==> config.mk <==
export PLATFORM = sky130hd
export DESIGN_NAME = hcbr_sha
export DESIGN_NICKNAME = d
export VERILOG_FILES = /design/src/rtl/core/hcbr_pkg.sv /design/src/rtl/core/hcbr_sha.sv
export SDC_FILE = /design/constraint.sdc
export NUM_CORES = 2
export LEC_CHECK = 0
export BUFFER_PORTS_ARGS = -buffer_cell sky130_fd_sc_hd__buf_2
export CAP_MARGIN = 20
export CORE_ASPECT_RATIO = 1.5
export CORE_MARGIN = 3
export CORE_UTILIZATION = 50
export CTS_CLUSTER_SIZE = 30
export DETAILED_ROUTE_END_ITERATION = 10
export HOLD_SLACK_MARGIN = 0.08
export PLACE_DENSITY = 0.71
export SLEW_MARGIN = 40
export SYNTH_ARGS = -nofsm -noshare
export SYNTH_HDL_FRONTEND = slang
export SYNTH_SLANG_ARGS = --single-unit
==> constraint.sdc <==
create_clock -name clk -period 7.99 [get_ports clk]
set_input_delay 1.598 -clock clk [delete_from_list [all_inputs] [get_ports clk]]
set_output_delay 1.598 -clock clk [all_outputs]
set_load 0.05 [all_outputs]
==> src/rtl/core/hcbr_pkg.sv <==
// Shared types, constants and tables for the hash counter bounded generator.
`default_nettype none
package hcbr_pkg;

	localparam int SEED_W = 96;
	localparam int QW     = 33;

	typedef struct packed {
		logic        req_type;
		logic [30:0] range_size;
		logic [7:0]  generator_index;
		logic        use_display;
	} req_t;

	typedef struct packed {
		logic [30:0] value;
		logic [1:0]  status;
	} rsp_t;

	typedef enum logic [1:0] {
		STATUS_OK        = 2'd0,
		STATUS_EMPTY     = 2'd1,
		STATUS_RESERVED  = 2'd2,
		STATUS_OUT_RANGE = 2'd3
	} status_t;

	typedef enum logic {
		REQ_DRAW   = 1'b0,
		REQ_RESEED = 1'b1
	} req_kind_t;

	typedef enum logic {
		REG_SEED_LOW  = 1'b0,
		REG_SEED_HIGH = 1'b1
	} reg_idx_t;

	typedef enum logic [3:0] {
		ST_IDLE,
		ST_LOAD,
		ST_QDIV,
		ST_MUL,
		ST_HASH,
		ST_HWAIT,
		ST_SCAN,
		ST_VDIV,
		ST_OUT
	} state_t;

	typedef logic [7:0][31:0] digest_t;

	localparam logic [31:0] INIT_H [8] = '{
		32'h6A09E667, 32'hBB67AE85, 32'h3C6EF372, 32'hA54FF53A,
		32'h510E527F, 32'h9B05688C, 32'h1F83D9AB, 32'h5BE0CD19
	};

	localparam logic [31:0] ROUND_K [64] = '{
		32'h428a2f98, 32'h71374491, 32'hb5c0fbcf, 32'he9b5dba5, 32'h3956c25b,
		32'h59f111f1, 32'h923f82a4, 32'hab1c5ed5, 32'hd807aa98, 32'h12835b01,
		32'h243185be, 32'h550c7dc3, 32'h72be5d74, 32'h80deb1fe, 32'h9bdc06a7,
		32'hc19bf174, 32'he49b69c1, 32'hefbe4786, 32'h0fc19dc6, 32'h240ca1cc,
		32'h2de92c6f, 32'h4a7484aa, 32'h5cb0a9dc, 32'h76f988da, 32'h983e5152,
		32'ha831c66d, 32'hb00327c8, 32'hbf597fc7, 32'hc6e00bf3, 32'hd5a79147,
		32'h06ca6351, 32'h14292967, 32'h27b70a85, 32'h2e1b2138, 32'h4d2c6dfc,
		32'h53380d13, 32'h650a7354, 32'h766a0abb, 32'h81c2c92e, 32'h92722c85,
		32'ha2bfe8a1, 32'ha81a664b, 32'hc24b8b70, 32'hc76c51a3, 32'hd192e819,
		32'hd6990624, 32'hf40e3585, 32'h106aa070, 32'h19a4c116, 32'h1e376c08,
		32'h2748774c, 32'h34b0bcb5, 32'h391c0cb3, 32'h4ed8aa4a, 32'h5b9cca4f,
		32'h682e6ff3, 32'h748f82ee, 32'h78a5636f, 32'h84c87814, 32'h8cc70208,
		32'h90befffa, 32'ha4506ceb, 32'hbef9a3f7, 32'hc67178f2
	};

endpackage
`default_nettype wire

==> src/rtl/core/hcbr_sha.sv <==
// Iterative SHA-256 core for one padded block holding a 12-byte seed.
`default_nettype none
module hcbr_sha (
	input  wire logic                        clk,
	input  wire logic                        arst_n,
	input  wire logic                        start,
	input  wire logic [hcbr_pkg::SEED_W-1:0] seed,
	output logic                             done,
	output hcbr_pkg::digest_t                digest
);

	logic               busy_q;
	logic               done_q;
	logic [5:0]         rnd_q;
	logic [7:0][31:0]   v_q;
	logic [15:0][31:0]  w_q;
	logic [31:0]        s0, s1, ch, mj, t0, t1, g0, g1, w_new;

	function automatic logic [31:0] rotr(input logic [31:0] x, input int n);
		rotr = (x >> n) | (x << (32 - n));
	endfunction

	function automatic logic [31:0] bswap(input logic [31:0] x);
		bswap = {x[7:0], x[15:8], x[23:16], x[31:24]};
	endfunction

	always_comb begin
		s1 = rotr(v_q[4], 6) ^ rotr(v_q[4], 11) ^ rotr(v_q[4], 25);
		ch = v_q[6] ^ (v_q[4] & (v_q[5] ^ v_q[6]));
		t0 = v_q[7] + s1 + ch + hcbr_pkg::ROUND_K[rnd_q] + w_q[0];
		s0 = rotr(v_q[0], 2) ^ rotr(v_q[0], 13) ^ rotr(v_q[0], 22);
		mj = ((v_q[0] | v_q[1]) & v_q[2]) | (v_q[0] & v_q[1]);
		t1 = s0 + mj;
		g0 = rotr(w_q[1], 7) ^ rotr(w_q[1], 18) ^ (w_q[1] >> 3);
		g1 = rotr(w_q[14], 17) ^ rotr(w_q[14], 19) ^ (w_q[14] >> 10);
		w_new = g1 + w_q[9] + g0 + w_q[0];
	end

	always_ff @(posedge clk or negedge arst_n) begin
		if (!arst_n) begin
			busy_q <= 1'b0;
			done_q <= 1'b0;
			rnd_q  <= '0;
		end else begin
			done_q <= 1'b0;
			if (start) begin
				busy_q <= 1'b1;
				rnd_q  <= '0;
			end else if (busy_q) begin
				rnd_q <= rnd_q + 6'd1;
				if (rnd_q == 6'd63) begin
					busy_q <= 1'b0;
					done_q <= 1'b1;
				end
			end
		end
	end

	always_ff @(posedge clk) begin
		if (start) begin
			for (int i = 0; i < 8; i++) begin
				v_q[i] <= hcbr_pkg::INIT_H[i];
			end
			w_q <= {32'd96, {11{32'd0}}, 32'h8000_0000, bswap(seed[95:64]),
				bswap(seed[63:32]), bswap(seed[31:0])};
		end else if (busy_q) begin
			v_q[7] <= v_q[6];
			v_q[6] <= v_q[5];
			v_q[5] <= v_q[4];
			v_q[4] <= v_q[3] + t0;
			v_q[3] <= v_q[2];
			v_q[2] <= v_q[1];
			v_q[1] <= v_q[0];
			v_q[0] <= t0 + t1;
			w_q    <= {w_new, w_q[15:1]};
		end
	end

	always_comb begin
		for (int i = 0; i < 8; i++) begin
			digest[i] = hcbr_pkg::INIT_H[i] + v_q[i];
		end
	end

	assign done = done_q;

endmodule
`default_nettype wire

# ---- Yosys cells after proc, flatten, opt, wreduce, memory -nomap -nowiden
# Memories as Yosys holds them, arrays and structs flattened.
# Index checks and enable logic that the tools add are counted.
# Widths: inputs -> output; s select.
dict set report classes {
  addsub 19
  order_cmp 1
  n_eq_ne 1
  muxes 12
  bitwise 26
  n_reduce_logical 1
}
# op count
set op_table {}
lappend op_table {{$add 32x32->32} 10}
lappend op_table {{$xor 32x32->32} 8}
lappend op_table {{$mux 96} 2}
lappend op_table {{$add 31x32->32 const A} 3}
lappend op_table {{$add 32x32->32 const A} 3}
lappend op_table {{$and 32x32->32} 3}
lappend op_table {{$mux 32} 2}
lappend op_table {{$or 32x32->32} 2}
lappend op_table {{$add 29x32->32 const A} 1}
lappend op_table {{$add 30x32->32 const A} 1}
lappend op_table {{$or 10x32->32} 1}
lappend op_table {{$or 13x32->32} 1}
lappend op_table {{$or 14x32->32} 1}
lappend op_table {{$or 15x32->32} 1}
lappend op_table {{$or 19x32->32} 1}
lappend op_table {{$or 21x32->32} 1}
lappend op_table {{$or 25x32->32} 1}
lappend op_table {{$or 26x32->32} 1}
lappend op_table {{$or 30x32->32} 1}
lappend op_table {{$or 7x32->32} 1}
lappend op_table {{$xor 32x22->32} 1}
lappend op_table {{$xor 32x29->32} 1}
lappend op_table {{$mux 6} 2}
lappend op_table {{$ge 7x7->1 const B} 1}
lappend op_table {{other kinds (5)} 10}
dict set report word_totals {
  ff_bits 776
  romBits 2048
  inputBits 99
  mem_count 1
}
# memory depth word_bits rd rd_ports_with_merged_regs write_ports line_no
set mem_list {}
lappend mem_list {{(name not given)} 64 32 1 0 0 hcbr_sha.sv:30} ;# t0 = v_q[7] + s1 + ch + hcbr_pkg::ROUND_K[rnd_q] + w_q[0];

# ---- Longest topological paths before layout
dict set report depth {
  depth_word 8
  ltp_mapped 37
}

# ---- Worst setup path before layout
# OpenSTA, ideal clock, no wires.
dict set report synth_timing {
  path_kind {register to register}
  start {reg rnd_q[2]}
  end {reg v_q[31] in the netlist's numbering}
  setup_ns 0.125
  arrival_ns 7.363
  t_required_ns 7.865
  slack_ns 0.502
  stages_incl_launch_ff 32
  path_buffers 2
  cell_sequence {dfrtp_1 > inv_1 > clkbuf_1 > clkbuf_1 > ha_1 > or3_1 > nand2_1 > mux4_2 > fa_1 > inv_1 > ha_1 > inv_1 > o21bai_1 > a21oi_1 > a211oi_1 > o21ai_0 > a21boi_0 > o21ai_0 > a21oi_1 > xor2_1 > fa_1 > ha_1 > a21o_1 > a21o_1 > a21oi_1 > o211ai_1 > nor3b_1 > nor3_1 > o41ai_1 > xnor2_1 > xnor2_1 > o21ai_0}
}
dict set report synth_between {
  elab_chain_len 7
}
# element line_no
set synth_rtl {}
lappend synth_rtl {{from (decl)} hcbr_sha.sv:14} ;# logic [5:0] rnd_q;
lappend synth_rtl {{from (signal assigned)} hcbr_sha.sv:50} ;# rnd_q <= rnd_q + 6'd1;
lappend synth_rtl {{$not 6->7 (not written as such)} hcbr_sha.sv:30}
lappend synth_rtl {{$mem_v2 64x32} n/a}
lappend synth_rtl {{$mux 32 (not written as such) (2 in a row)} hcbr_sha.sv:30}
lappend synth_rtl {{$add 32x32->32 (2 in a row)} hcbr_sha.sv:30}
lappend synth_rtl {{$add 32x32->32} hcbr_sha.sv:74} ;# v_q[0] <= t0 + t1;
lappend synth_rtl {{to (signal, indexed assignment)} hcbr_sha.sv:62} ;# v_q[i] <= hcbr_pkg::INIT_H[i];
lappend synth_rtl {{to (decl)} hcbr_sha.sv:15} ;# logic [7:0][31:0] v_q;
# Every way passes these cells. The select of a mux whose other input is x is not followed.
# A chain may end at the register's enable or synchronous reset.

# ---- Final worst setup path
dict set report layout_timing {
  start {reg rnd_q[0]}
  end {reg v_q[20] in the netlist's numbering}
}
# The elaborated chain is that of the path after synthesis.

==> reports/summary.txt <==
status: finished clean
CP Launch Type: flop
top_reg_cell synth: dfxtp_1
Setup crit end kind: flop
DR iter-0 viols: 3147
synthesis warning total: 0
CP endpoint: v_q[20]
CP Class: reg2reg
TritonCTS clock tree: done
number of port buffers: 355
Slowest-stage cell, CP: fa_1
crit share post-route: 95.7%
num ports: 356
Crit path required time: 8.51 ns
clk sinks: 776
maximum capacitance violations: 0
share of cells above drive strength 1: 18.3%
Worst-Margin Slew: 0.964 ns
worst hold path type: reg2reg
wire per inst: 26.9 microns
clk root buf: clkbuf_16
site row count: 139
CP arrival: 8.17 ns
Die Y: 388 microns
Max Freq: 0.131 GHz
DP HPWL: 150000 microns
Synth Register Bits: 776
slowest cell delay on critical path: 0.54 ns
die area: 101000 sq um
DRC: 0
Clock Latency Late Sink: 0.71 ns
Layout area overhead: 16.4%
Setup TNS: 0 ns
most frequent cells in the layout: nor2_1 (710), dfxtp_1 (672), mux2i_1 (598)
ANT nets after route: 0
initial antenna violation count: 2
Clock Tree Buf Depth: 3
Clock Skew: 0.0429 ns
number of flops mapped to enable cells by yosys: 96
RR Startpoint: rnd_q[0]
TritonCTS buffer count: 78
Mapped Avg Cell Area: 9.20 sq um
via count: 40856
sequential share of the synthesized area: 34.0%
H-tree Lvls: 3
Most common cell on crit path: buf_4
RSZ-0062 raised after global routing: false
commonest non-fill, non-tap cell in the layout: nor2_1
# fillers: 8467
Initial Util: 50.6%
RD Place Congestion: 1.03
vias in the first global route: 40400
core area: 96200 sq um
syn nets: 5734
NumNets Final: 6211
GRT Residual Overflow: 0
Chip Width: 261 microns
Post-CTS Setup Repair Bufs: 0
first-pass GRT wire length: 274000 microns
largest net degree at the start of global routing: 211
post-synth cell types: 93
Gate Count Post-Synth: 5288
final setup fails: 0
Via density: 5.75
async set-or-reset flop fraction in the synthesized netlist: 1.03%
crit-path max FO: 8
DP Cell Count: 6951
Tmin final: 7.65 ns
RR Endpoint: v_q[20]
Detailed Routing Iterations Pass 1: 5
CP Launch Point: rnd_q[0]
reg2reg path depth: 34
Slew headroom: 35.3%
post-route insts no fill: 7100
Hold Vio Cnt, Final: 0
Routed WL: 191000 microns
Mapped Area: 48600 sq um
Slew Viols, Final: 0
Clock Pin Slew Worst Setup and Hold Paths: 0.07 ns
GRT Overall Usage: 37.4%
reg2reg setup slack: 0.34 ns
## worst min-delay path by stage
| stage | depth (start not counted) | endpoint | from |
|---|---|---|---|
| after detailed placement | 2 | w_q[510] | w_q[510] |
| after global placement | 2 | w_q[503] | w_q[503] |
| final | 2 | w_q[510] | w_q[510] |
| after global routing | 2 | w_q[508] | w_q[508] |
| after CTS | 2 | w_q[510] | w_q[510] |
| after floorplan | 2 | w_q[496] | w_q[496] |
## registers in the layout (all words and copies together), names as in the netlist
register / flops
rnd_q: 6
busy_q: 1
done: 1
w_q: 512
v_q: 256
## final cells by class
class	instances	area (sq um)	area share [%]
timing repair buffer	747	4970	8.77
tap	1269	1590	2.80
sequential	776	16500	29.2
antenna	3	7.51	0.0133
clock buffer	108	2240	3.95
multi-input combinational	3797	29500	52.0
clock inverter	35	434	0.767
inverter	365	1380	2.43
## Yosys cell counts (9+ instances only)
| cell | count | share of area (%) |
|---|---|---|
| a21o_1 | 84 | 1.3 |
| a31oi_1 | 19 | 0.24 |
| o2111ai_1 | 9 | 0.16 |
| maj3_1 | 19 | 0.39 |
| a21oi_1 | 203 | 2.1 |
| mux2_2 | 118 | 2.7 |
| o211ai_1 | 48 | 0.74 |
| edfxtp_1 | 96 | 5.9 |
| nand2b_1 | 30 | 0.39 |
| clkbuf_1 | 256 | 2.0 |
| o21ai_0 | 154 | 1.6 |
| a221oi_1 | 10 | 0.18 |
| nand3_1 | 70 | 0.72 |
| o21a_1 | 35 | 0.54 |
| buf_2 | 9 | 0.093 |
| nand4_1 | 11 | 0.14 |
| xor2_1 | 188 | 3.4 |
| and3_1 | 21 | 0.27 |
| nand2_1 | 362 | 2.8 |
| nor3_1 | 57 | 0.59 |
| nor4_1 | 10 | 0.13 |
| nor2_1 | 713 | 5.5 |
| ha_1 | 159 | 4.1 |
| mux2i_1 | 598 | 12 |
| mux4_2 | 9 | 0.42 |
| or2_2 | 11 | 0.14 |
| a311oi_1 | 9 | 0.16 |
| a21boi_0 | 9 | 0.14 |
| fa_1 | 188 | 7.7 |
| dfxtp_1 | 672 | 28 |
| o21bai_1 | 17 | 0.26 |
| xnor2_1 | 385 | 6.9 |
| inv_1 | 361 | 2.8 |
| buf_1 | 72 | 0.56 |
| o21ai_1 | 14 | 0.14 |
| buf_4 | 10 | 0.15 |
| or3_1 | 15 | 0.19 |
| a211oi_1 | 34 | 0.52 |
| nor2b_1 | 16 | 0.21 |
| o31ai_1 | 28 | 0.43 |
## through the flow
stage	utilization (%)	worst slack, ns	hold slack, ns	instance area, sq um
5_1_grt	58.9	0.00666	0.490	56600
4_1_cts	58.7	0.0494	0.463	56400
3_5_place_dp	55.9	-0.0754	0.447	53800
2_1_floorplan	-	0.502	0.425	48600
3_3_place_gp	55.9	-0.0542	0.436	53700
6_report	58.9	0.343	0.460	56600
## cells by family after synthesis
logic type / count (synthesis) / share of synthesized area [%]
xor+xnor: 575 / 10.4
fa+ha+maj: 366 / 12.2
compound gates: 778 / 10.6
buf+inv: 715 / 5.65
simple gates: 1353 / 11.7
flops: 776 / 34.0
mux: 725 / 15.5
## critical path: cells and delay by family (launching register included)
kind | cells | cell delay [ns]
adders and majority gates | 6 | 2.27
DFF | 1 | 0.37
and+or+nand+nor | 4 | 0.56
AOI/OAI and AO/OA | 11 | 2.43
buffers and inverters | 11 | 1.30
xor gates and xnor gates | 2 | 0.54
## metal layers
| layer | wire length, microns | global-route usage (%) | vias up |
|---|---|---|---|
| li1 | - | - | 18763 |
| met1 | 64800 | 38.1 | 19721 |
| met2 | 92100 | 63.4 | 1665 |
| met3 | 11900 | 7.69 | 707 |
| met4 | 22200 | 34.5 | 0 |
| met5 | 0 | 0 | - |
## timing repair
| action | 4_1_cts | 5_1_grt |
|---|---|---|
| endpoints found under the setup margin | 5 | 10 |
| hold buffers | 0 | 0 |
| gates resized for setup | 3 | 18 |
| pin swaps | 0 | 4 |
| hold endpoints to repair | 0 | 0 |
Power is left out: the tool's default activity adds up to more than one toggle a clock period on the data nets, which glitch-free logic cannot reach.
