$ cat src/rtl/core/hcbr_pkg.sv
// Shared types, constants and tables for the hash counter bounded generator.
`default_nettype none
package hcbr_pkg;

	localparam int SEED_W = 96;
	localparam int QW     = 33;

	typedef struct packed {
		logic        req_type;
		logic [30:0] range_size;
		logic [7:0]  generator_index;
		logic        use_display;
	} req_t;

	typedef struct packed {
		logic [30:0] value;
		logic [1:0]  status;
	} rsp_t;

	typedef enum logic [1:0] {
		STATUS_OK        = 2'd0,
		STATUS_EMPTY     = 2'd1,
		STATUS_RESERVED  = 2'd2,
		STATUS_OUT_RANGE = 2'd3
	} status_t;

	typedef enum logic {
		REQ_DRAW   = 1'b0,
		REQ_RESEED = 1'b1
	} req_kind_t;

	typedef enum logic {
		REG_SEED_LOW  = 1'b0,
		REG_SEED_HIGH = 1'b1
	} reg_idx_t;

	typedef enum logic [3:0] {
		ST_IDLE,
		ST_LOAD,
		ST_QDIV,
		ST_MUL,
		ST_HASH,
		ST_HWAIT,
		ST_SCAN,
		ST_VDIV,
		ST_OUT
	} state_t;

	typedef logic [7:0][31:0] digest_t;

	localparam logic [31:0] INIT_H [8] = '{
		32'h6A09E667, 32'hBB67AE85, 32'h3C6EF372, 32'hA54FF53A,
		32'h510E527F, 32'h9B05688C, 32'h1F83D9AB, 32'h5BE0CD19
	};

	localparam logic [31:0] ROUND_K [64] = '{
		32'h428a2f98, 32'h71374491, 32'hb5c0fbcf, 32'he9b5dba5, 32'h3956c25b,
		32'h59f111f1, 32'h923f82a4, 32'hab1c5ed5, 32'hd807aa98, 32'h12835b01,
		32'h243185be, 32'h550c7dc3, 32'h72be5d74, 32'h80deb1fe, 32'h9bdc06a7,
		32'hc19bf174, 32'he49b69c1, 32'hefbe4786, 32'h0fc19dc6, 32'h240ca1cc,
		32'h2de92c6f, 32'h4a7484aa, 32'h5cb0a9dc, 32'h76f988da, 32'h983e5152,
		32'ha831c66d, 32'hb00327c8, 32'hbf597fc7, 32'hc6e00bf3, 32'hd5a79147,
		32'h06ca6351, 32'h14292967, 32'h27b70a85, 32'h2e1b2138, 32'h4d2c6dfc,
		32'h53380d13, 32'h650a7354, 32'h766a0abb, 32'h81c2c92e, 32'h92722c85,
		32'ha2bfe8a1, 32'ha81a664b, 32'hc24b8b70, 32'hc76c51a3, 32'hd192e819,
		32'hd6990624, 32'hf40e3585, 32'h106aa070, 32'h19a4c116, 32'h1e376c08,
		32'h2748774c, 32'h34b0bcb5, 32'h391c0cb3, 32'h4ed8aa4a, 32'h5b9cca4f,
		32'h682e6ff3, 32'h748f82ee, 32'h78a5636f, 32'h84c87814, 32'h8cc70208,
		32'h90befffa, 32'ha4506ceb, 32'hbef9a3f7, 32'hc67178f2
	};

endpackage
`default_nettype wire

$ cat src/rtl/core/hcbr_div.sv
// Iterative restoring divider, one quotient bit per cycle.
`default_nettype none
module hcbr_div (
	input  wire logic                  clk,
	input  wire logic                  arst_n,
	input  wire logic                  start,
	input  wire logic [hcbr_pkg::QW-1:0] dividend,
	input  wire logic [hcbr_pkg::QW-1:0] divisor,
	output logic                       done,
	output logic [hcbr_pkg::QW-1:0]    quotient
);

	localparam int QW = hcbr_pkg::QW;

	logic          busy_q;
	logic          done_q;
	logic [5:0]    cnt_q;
	logic [QW:0]   rem_q;
	logic [QW-1:0] quo_q;
	logic [QW-1:0] div_q;
	logic [QW:0]   trial;
	logic          fits;

	assign trial = {rem_q[QW-1:0], quo_q[QW-1]};
	assign fits  = trial >= {1'b0, div_q};

	always_ff @(posedge clk or negedge arst_n) begin
		if (!arst_n) begin
			busy_q <= 1'b0;
			done_q <= 1'b0;
			cnt_q  <= '0;
		end else begin
			done_q <= 1'b0;
			if (start) begin
				busy_q <= 1'b1;
				cnt_q  <= '0;
			end else if (busy_q) begin
				cnt_q <= cnt_q + 6'd1;
				if (cnt_q == 6'(QW - 1)) begin
					busy_q <= 1'b0;
					done_q <= 1'b1;
				end
			end
		end
	end

	always_ff @(posedge clk) begin
		if (start) begin
			rem_q <= '0;
			quo_q <= dividend;
			div_q <= divisor;
		end else if (busy_q) begin
			rem_q <= fits ? trial - {1'b0, div_q} : trial;
			quo_q <= {quo_q[QW-2:0], fits};
		end
	end

	assign done     = done_q;
	assign quotient = quo_q;

endmodule
`default_nettype wire

$ cat config.mk
export PLATFORM = sky130hd
export DESIGN_NAME = hcbr_div
export DESIGN_NICKNAME = d
export VERILOG_FILES = /design/src/rtl/core/hcbr_pkg.sv /design/src/rtl/core/hcbr_div.sv
export SDC_FILE = /design/constraint.sdc
export NUM_CORES = 1
export LEC_CHECK = 0
export BUFFER_PORTS_ARGS = -buffer_cell sky130_fd_sc_hd__buf_2
export CELL_PAD_IN_SITES_DETAIL_PLACEMENT = 1
export CELL_PAD_IN_SITES_GLOBAL_PLACEMENT = 2
export CORE_UTILIZATION = 36
export DETAILED_ROUTE_END_ITERATION = 8
export MAX_ROUTING_LAYER = met4
export PLACE_DENSITY_LB_ADDON = 0.2
export SETUP_SLACK_MARGIN = 0.5
export SLEW_MARGIN = 15
export SYNTH_ARGS = -nofsm -noshare
export SYNTH_HDL_FRONTEND = slang
export SYNTH_SLANG_ARGS = --single-unit
$ cat constraint.sdc
create_clock -name clk -period 3.6 [get_ports clk]
set_clock_uncertainty 0.2 [all_clocks]
set_input_delay 0.54 -clock clk [delete_from_list [all_inputs] [get_ports clk]]
set_output_delay 0.54 -clock clk [all_outputs]
set_load 0.02 [all_outputs]
# --- Yosys cells after proc, flatten, opt, wreduce, memory -nomap -nowiden ---
# Index checks and enable logic that the tools add are counted.
classes:
  n_addsub: 2
  order_cmp: 1
  n_eq_ne: 1
  mux: 11
  reduce_logical: 1
op_table:
  columns: ["cell", "count"]
  rows:
  - ["$mux W33", 3]
  - ["$ge A34 B33 Y1", 1]
  - ["$sub A33 B33 Y33", 1]
  - ["$mux W6", 2]
  - ["$add A6 B1 Y6 const B", 1]
  - ["$eq A6 B6 Y1 const B", 1]
  - ["$mux W1", 6]
  - ["$reduce_bool A2 Y1", 1]
word_totals:
  reg_bits: 107
  in_bits: 69
  output_inout_bits: 34
  word_cells: 22

# --- Longest topological paths before layout ---
# Gate-level depths: netlist of the first run.
logic_depth:
  ltp_word: 4
  mapped_depth: 14
  ltp_nobuf: 12

# --- Worst setup path after synthesis of the first run ---
# No wires, ideal clock.
synth_path:
  kind: "flip-flop to flip-flop"
  start: "register quo_q[32] (netlist: quotient[32])"
  end: "register rem_q[28]"
  setup_ps: 91
  arrival_time_ps: 2935
  required_ps: 3309
  path_slack_ps: 374
  stages_incl_launch_ff: 15
  path_buffers: 2
  period_less_slack_ps: 3226
  path_cell_list: "edfxtp_1 -> inv_1 -> ha_1 -> inv_1 -> fa_1 -> a21oi_1 -> o211ai_1 -> a21oi_1 -> a311oi_4 -> or2_1 -> buf_4 -> buf_4 -> a31oi_1 -> mux2i_1 -> a311oi_1"
synth_between:
  elab_chain_cells: 2
  elab_cells_between_ends: 3
  cone_classes: "1 x add/sub; 1 x order compare; 1 x mux"
synth_rtl:
  columns: ["element", "line_no", "source"]
  rows:
  - ["start: declaration", "hcbr_div.sv:19", "logic [QW-1:0] quo_q;"]
  - ["start signal: assignment", "hcbr_div.sv:50", "quo_q <= dividend;"]
  - ["start signal: assignment", "hcbr_div.sv:54", "quo_q <= {quo_q[QW-2:0], fits};"]
  - ["$sub A33 B33 Y33 / $ge A34 B33 Y1 (equally long branches)", "hcbr_div.sv:53, hcbr_div.sv:25", null]
  - ["$mux W33 (*)", "hcbr_div.sv:53", "rem_q <= fits ? trial - {1'b0, div_q} : trial;"]
  - ["end signal: assignment", "hcbr_div.sv:53", null]
  - ["end: declaration", "hcbr_div.sv:18", "logic [QW:0] rem_q;"]
# Every way passes the cells marked *; elsewhere a longest branch is shown, timed or not.
# A chain may end at the register's enable or synchronous reset.

# --- Worst setup path after layout of the first run ---
layout_path:
  start: "register div_q[14]"
  end: "register rem_q[29]"
layout_between:
  elab_chain_cells: 2
  elab_cells_between_ends: 3
  cone_classes: "1 x add/sub; 1 x order compare; 1 x mux"
layout_rtl:
  columns: ["element", "line_no", "source"]
  rows:
  - ["start: declaration", "hcbr_div.sv:20", "logic [QW-1:0] div_q;"]
  - ["start signal: assignment", "hcbr_div.sv:51", "div_q <= divisor;"]
  - ["$sub A33 B33 Y33 / $ge A34 B33 Y1 (equally long branches)", "hcbr_div.sv:53, hcbr_div.sv:25", null]
  - ["$mux W33 (*)", "hcbr_div.sv:53", null]
# Marks and branches as above.

==> results of run 1 <==
-- timing repair --
item / in CTS / in global routing
endpoints found under the hold margin: 8 / 0
gates resized for setup: 44 / 70
endpoints found under the setup margin: 34 / 34
buffers inserted: 14 / 7
gates cloned: 2 / 1
hold buffers: 1 / 0
pin swaps: 19 / 23
-- routing by layer --
layer / up-vias / global-route usage (%) / share of wire (%)
met2: 103 / 34.8 / 49
met3: 20 / 4.07 / 4.0
met1: 2651 / 26.6 / 45
li1: 2553 / - / -
met4: 0 / 6.38 / 1.8
met5: - / - / 0
-- worst max path at each step --
stage | start | endpoint
6_report | div_q[14]$_DFFE_PP_ | rem_q[29]$_SDFFE_PP0P_
3_5_place_dp | div_q[14]$_DFFE_PP_ | rem_q[16]$_SDFFE_PP0P_
2_1_floorplan | quotient[32]$_DFFE_PP_ | quotient[0]$_DFFE_PP_
3_3_place_gp | div_q[14]$_DFFE_PP_ | rem_q[9]$_SDFFE_PP0P_
5_1_grt | div_q[14]$_DFFE_PP_ | rem_q[16]$_SDFFE_PP0P_
4_1_cts | div_q[14]$_DFFE_PP_ | rem_q[32]$_SDFFE_PP0P_
-- registers in the layout, indices dropped and copies added (netlist names) --
signal    count
done          1
div_q        33
rem_q        33
quotient     33
cnt_q         6
busy_q        1
-- synthesized netlist by cell type, types with 2 or more instances --
master / instances
nand2_1: 73
edfxtp_1: 66
nor2_1: 61
a21oi_1: 42
inv_1: 41
mux2_2: 37
ha_1: 35
dfxtp_1: 33
o21ai_0: 25
clkbuf_1: 21
a311oi_1: 18
xnor2_1: 14
nand3_1: 13
xor2_1: 11
a21o_1: 9
nand4_1: 9
dfrtp_1: 8
a211oi_1: 7
nor3_1: 7
a31oi_1: 6
buf_1: 6
nor2b_1: 6
buf_2: 5
buf_4: 5
nand2b_1: 5
o211ai_1: 5
o21bai_1: 5
nand3b_1: 4
nor4_1: 4
o21a_1: 4
or3_1: 4
a211o_1: 3
a21boi_0: 3
o22ai_1: 3
o2bb2ai_1: 3
and3_1: 2
mux2i_1: 2
nor3b_1: 2
o2111a_1: 2
o211a_1: 2
o31a_1: 2
o31ai_1: 2
-- worst max-delay path, stage by stage (launching register included) --
cell      delay [ns]
edfxtp_1        0.35
inv_2           0.06
ha_4            0.28
nand2_4         0.05
or4_4           0.54
or4_4           0.44
a311oi_4        0.38
or2_4           0.27
buf_12          0.14
nand3b_1        0.08
mux2_4          0.31
a21oi_2         0.12
-- where the power goes --
part           internal (W)  switching, W
registers           0.00154      0.000187
clock network      0.000515      0.000568
logic               0.00166       0.00191
total               0.00372       0.00266
-- area by class of cell --
cell class / count / area share [%]
Inverter: 41 / 1.89
Multi-Input combinational cell: 450 / 43.1
Antenna cell: 1 / 0.0308
Tap cell: 220 / 3.39
Sequential cell: 107 / 35.0
Timing Repair Buffer: 150 / 12.7
Clock inverter: 7 / 1.16
Clock buffer: 9 / 2.77
-- cell families (layout without fill, tap and decap cells) --
logic type	after synthesis	in the layout	share of synthesized area (%)
buffers and inverters	78	207	5.12
adders and majority gates	36	36	7.37
muxes	39	39	7.03
and+or+nand+nor	197	197	14.3
other	0	1	0
AOI/OAI and AO/OA	153	153	16.9
xor gates and xnor gates	25	25	3.52
DFF	107	107	45.8
-- per-stage QoR --
| step | worst slack (ns) | power (W) | std cells | cell area, um2 | utilization [%] |
|---|---|---|---|---|---|
| floorplan | 0.529 | 0.00348 | 635 | 6230 | - |
| global placement | 0.154 | 0.00413 | 943 | 7030 | 42.1 |
| detailed placement | -0.00993 | 0.00419 | 943 | 7030 | 42.1 |
| CTS | 0.325 | 0.00590 | 976 | 7730 | 46.3 |
| global route | 0.215 | 0.00681 | 985 | 8120 | 48.6 |
| finish | 0.311 | 0.00638 | 985 | 8120 | 48.6 |
==> metrics.csv, run 1 <==
stage,metric,value,unit
drt,wl_per_cell,18.3,um
layout,regArea,2840,um2
worst_setup_path,worstPathArrival,3.40,ns
layout,fin_nets,864,
floorplan,die_w,133,um
sta,period_minus_slack,3.29,ns
worst_setup_path,crit_type,reg -> reg,
clock_network,clk_latency,0.37,ns
layout,final_common_cell,buf_2,
worst_setup_path,crit_fanout,7,
drt,dr.pass1.iters,4,
drt,drt_wl_total,18.0,mm
worst_setup_path,cp-start-kind,flop,
clock_network,cts_inserted_buffers,9,
layout,mostFrequentLayoutCells,"buf_2 (101), edfxtp_1 (66), nor2_1 (58)",
floorplan,io_pins,103,
global_route,overflow,0,
floorplan,die_h,133,um
layout,fill_cells,1898,
global_route,grt_usage,21.3,%
power_and_ir_drop,p_leak,3.42,nW
min_path,hold_start,divisor[11],
global_route,antenna_found_initial,1,
power_and_ir_drop,powerDensity,786,nW/um2
logic_synthesis,async_reset_ff_share,7.48,%
clock_network,clockBufferDepth,2,
worst_setup_path,rrSetupSlack,0.31,ns
layout,multi_input_area,3500,um2
place,io_buffers,102,
sta,finalHoldViolCount,0,
sta,setup_viol,0,
sta,maxSlewHeadroom,40.4,%
drt,ant_nets,0,
logic_synthesis,ys_warn_count,0,
clock_network,tritoncts,done,
floorplan,die_area,17800,um2
global_route,grt_max_degree,73,
floorplan,rows,47,
floorplan,start_util,37.2,%
place,dpl.hpwl,12.2,mm
place,gp_congestion,0.830,
clock_network,h-tree-depth,3,
worst_setup_path,r2r_start,div_q[14]$_DFFE_PP_,
sta,holdWs,0.134,ns
drt,drc,0,
sta,final_max_slew_viol_count,0,
logic_synthesis,ys_types,62,
sta,rsz0062_at_grt,yes,
logic_synthesis,synth_ff_type,edfxtp_1,
logic_synthesis,ys_seq_elements,107,
min_path,min_path_type,in -> reg,
logic_synthesis,synth_edf_count,66,
clock_network,path_clk_slew,0.09,ns
power_and_ir_drop,irDropWorstVdd,431,uV
min_path,min_path_cells,1,
logic_synthesis,avgSynthCellArea,9.78,um2
logic_synthesis,syn_nets,740,
layout,drive_gt1_share,37.0,%
logic_synthesis,synth_top_cell_area_share,31.9,%
logic_synthesis,yosysSeqAreaShare,45.8,%
sta,max_slew.worst_pin.slew,0.894,ns
clock_network,cts.sinks,107,
clock_network,cts_root_buf,clkbuf_16,
logic_synthesis,syn_area,6210,um2
sta,setup_tns,0,ns
logic_synthesis,synthCells,635,
worst_setup_path,cp-end-kind,flop,
sta,clock.fmax,304,MHz
drt,routed_via_density,5.41,
run_status,status,"complete, no violations",
layout,syn_to_final_growth,30.8,%
job,drv_cap,0,
drt,dr_total_vias,5327,
global_route,grt_pass1_wl,28.8,mm
logic_synthesis,synthTopCellsByArea,"edfxtp_1 (32%), dfxtp_1 (11%), ha_1 (7.0%), mux2_2 (6.7%), nand2_1 (4.4%)",
worst_setup_path,rr_worst_depth,11,
floorplan,coreArea,16700,um2
logic_synthesis,synth_area_leader_cell,edfxtp_1,
worst_setup_path,crit-reg2reg-capture,rem_q[29]$_SDFFE_PP0P_,
sta,period_share,91.4,%
min_path,hold_path_end,div_q[11]$_DFFE_PP_,
global_route,grt_pass1_vias,5604,
worst_setup_path,required,3.71,ns
drt,drt_iter0_markers,242,
Power figures use the tool's default switching activity.
==> inputs of run 2 (changes only) <==
==> constraint.sdc (replaced) <==
create_clock -name clk -period 3.6 [get_ports clk]
set_clock_uncertainty 0.2 [all_clocks]
set_input_delay 0 -clock clk [delete_from_list [all_inputs] [get_ports clk]]
set_output_delay 0 -clock clk [all_outputs]
set_load 0.02 [all_outputs]
==> metrics.csv, run 2 (synthesized netlist as in run 1, its figures left out) <==
stage,metric,value,unit,change
global_route,overflow,0,,unchanged
sta,rsz0062_at_grt,yes,,
sta,max_slew.worst_pin.slew,0.823,ns,-0.0718 ns
worst_setup_path,crit-reg2reg-capture,rem_q[28]$_SDFFE_PP0P_,,
drt,drt_wl_total,18.9,mm,+4.9%
worst_setup_path,worstPathArrival,3.35,ns,-0.05 ns
place,dp.cells,942,,-0.11%
power_and_ir_drop,powerDensity,728,nW/um2,-7.3%
sta,finalHoldViolCount,0,,unchanged
run_status,status,"complete, no violations",,
min_path,min_path_cells,2,,+1
worst_setup_path,cp-start-kind,flop,,
clock_network,clk_latency,0.37,ns,about the same
power_and_ir_drop,clkPwrFrac,16.7,%,-0.3 points
global_route,grt_max_degree,73,,unchanged
min_path,min_path_type,in -> reg,,
worst_setup_path,crit_fanout,3,,-4
job,drv_cap,0,,unchanged
drt,met3_length,604,um,-16%
drt,ant_nets,0,,unchanged
clock_network,cts_root_buf,clkbuf_16,,
drt,wirelength_met1,8.43,mm,+4.2%
floorplan,io_pins,103,,unchanged
global_route,antenna_found_initial,0,,-1
power_and_ir_drop,p_leak,3.74,nW,+9.3%
worst_setup_path,rrSetupSlack,0.33,ns,+0.02 ns
sta,setup_viol,0,,unchanged
clock_network,cts.sinks,107,,unchanged
layout,final_cells,1057,,+7.3%
clock_network,clockBufferDepth,2,,unchanged
power_and_ir_drop,internal-power,0.00376,W,+1.0%
sta,period_minus_slack,3.27,ns,-0.0191 ns
layout,syn_to_final_growth,42.7,%,
power_and_ir_drop,p_seq_share,27.0,%,about the same
floorplan,start_util,37.2,%,unchanged
worst_setup_path,rr_worst_depth,11,,unchanged
global_route,grt_usage,21.8,%,+0.59 points
worst_setup_path,cp-end-kind,flop,,
worst_setup_path,required,3.68,ns,-0.03 ns
drt,drt_iter0_markers,197,,-19%
floorplan,die_w,133,um,unchanged
sta,maxSlewHeadroom,45.2,%,+4.8 points
clock_network,h-tree-depth,3,,unchanged
global_route,grt_pass1_vias,5996,,+7.0%
layout,diodes,0,,-1
global_route,grt_pass1_wl,29.9,mm,+3.8%
sta,clock.fmax,306,MHz,+0.58%
sta,setup_tns,0,ns,unchanged
clock_network,path_clk_slew,0.09,ns,about the same
sta,final_max_slew_viol_count,0,,unchanged
drt,dr_total_vias,5607,,+5.3%
worst_setup_path,cp-startpoint,rem_q[9]$_SDFFE_PP0P_,,
layout,final_common_cell,buf_2,,
drt,wl_met2,9.54,mm,+7.1%
worst_setup_path,crit_type,reg -> reg,,
layout,drive_gt1_share,34.1,%,-3.0 points
floorplan,rows,47,,unchanged
power_and_ir_drop,irDropWorstVdd,356,uV,-17%
floorplan,die_area,17800,um2,unchanged
power_and_ir_drop,switchingPower,0.00270,W,+1.3%
place,gp_congestion,0.832,,+0.29%
drt,dr.pass1.iters,4,,unchanged
drt,drc,0,,unchanged
floorplan,coreArea,16700,um2,unchanged
floorplan,die_h,133,um,unchanged
sta,period_share,90.8,%,-0.53 points
drt,wl_per_cell,17.9,um,-2.2%
min_path,hold_path_end,div_q[12]$_DFFE_PP_,,
clock_network,tritoncts,done,,
min_path,hold_start,divisor[12],,
layout,final_core_utilization,53.1,%,+4.4 points
place,dpl.hpwl,12.1,mm,-0.69%
layout,fin_nets,937,,+8.4%
place,io_buffers,102,,unchanged
power_and_ir_drop,pwr-share-comb,56.3,%,+0.4 points
layout,mostFrequentLayoutCells,"buf_2 (101), dlygate4sd3_1 (69), edfxtp_1 (66)",,
clock_network,cts_inserted_buffers,9,,unchanged
power_and_ir_drop,swShare,41.8,%,+0.084 points
drt,top_layer,met4,,
drt,routed_via_density,5.30,,-1.9%
worst_setup_path,r2r_start,rem_q[9]$_SDFFE_PP0P_,,
## run 2: per-layer routing
layer,GRT usage (%),up-vias
met5,-,-
met4,6.44,0
met3,3.73,27
met2,38.0,112
met1,25.7,2761
li1,-,2707
## run 2: critical path, stage by stage (launching register included)
cell and delay (ns):
dfxtp_1 0.36, ha_1 0.33, nand2_1 0.10, or4_4 0.50
buf_6 0.14, nor3b_4 0.21, o31ai_2 0.08, buf_4 0.15
o31a_1 0.35, nor3_2 0.21, mux2_4 0.33, a311oi_2 0.24
## run 2: layout make-up
type	instances	area (um2)
clock buffers	9	225
clock inverters	7	97.6
fillers	1830	7840
inverters	41	154
multi-input cells	452	3540
flip-flops and latches	107	2840
well taps	220	275
repair buffers	221	1730
## run 2: power by group through the flow
stage | combinational [W] | sequential (W) | clock, W
3_5_place_dp | 0.00245 | 0.00174 | 0
5_1_grt | 0.00391 | 0.00177 | 0.00114
4_1_cts | 0.00315 | 0.00172 | 0.00111
6_report | 0.00363 | 0.00174 | 0.00108
3_3_place_gp | 0.00240 | 0.00173 | 0
2_1_floorplan | 0.00173 | 0.00175 | 0
## run 2: repair_timing
item	in CTS	in global routing
gates resized for setup	58	59
setup endpoints to repair	33	34
endpoints found under the hold margin	91	0
pin swaps	24	34
hold buffers	69	0
buffers inserted	18	5
gates cloned	5	2
## run 2: through the flow
step / hold WS (ns) / setup WS, ns / total power [W] / instance area [um2]
after floorplan: -0.496 / 0.529 / 0.00348 / 6230
after global placement: -0.351 / 0.161 / 0.00413 / 7020
after detailed placement: -0.344 / -0.0336 / 0.00419 / 7020
after CTS: 0.119 / 0.342 / 0.00598 / 8490
after global routing: 0.142 / 0.228 / 0.00683 / 8860
final: 0.134 / 0.330 / 0.00646 / 8860
## run 2: worst max-delay path by stage
| stage | end | slack, ns |
|---|---|---|
| global route | rem_q[28]$_SDFFE_PP0P_ | 0.23 |
| global placement | rem_q[9]$_SDFFE_PP0P_ | 0.16 |
| CTS | rem_q[27]$_SDFFE_PP0P_ | 0.34 |
| floorplan | quotient[0]$_DFFE_PP_ | 0.53 |
| detailed placement | rem_q[7]$_SDFFE_PP0P_ | -0.03 |
| finish | rem_q[28]$_SDFFE_PP0P_ | 0.33 |
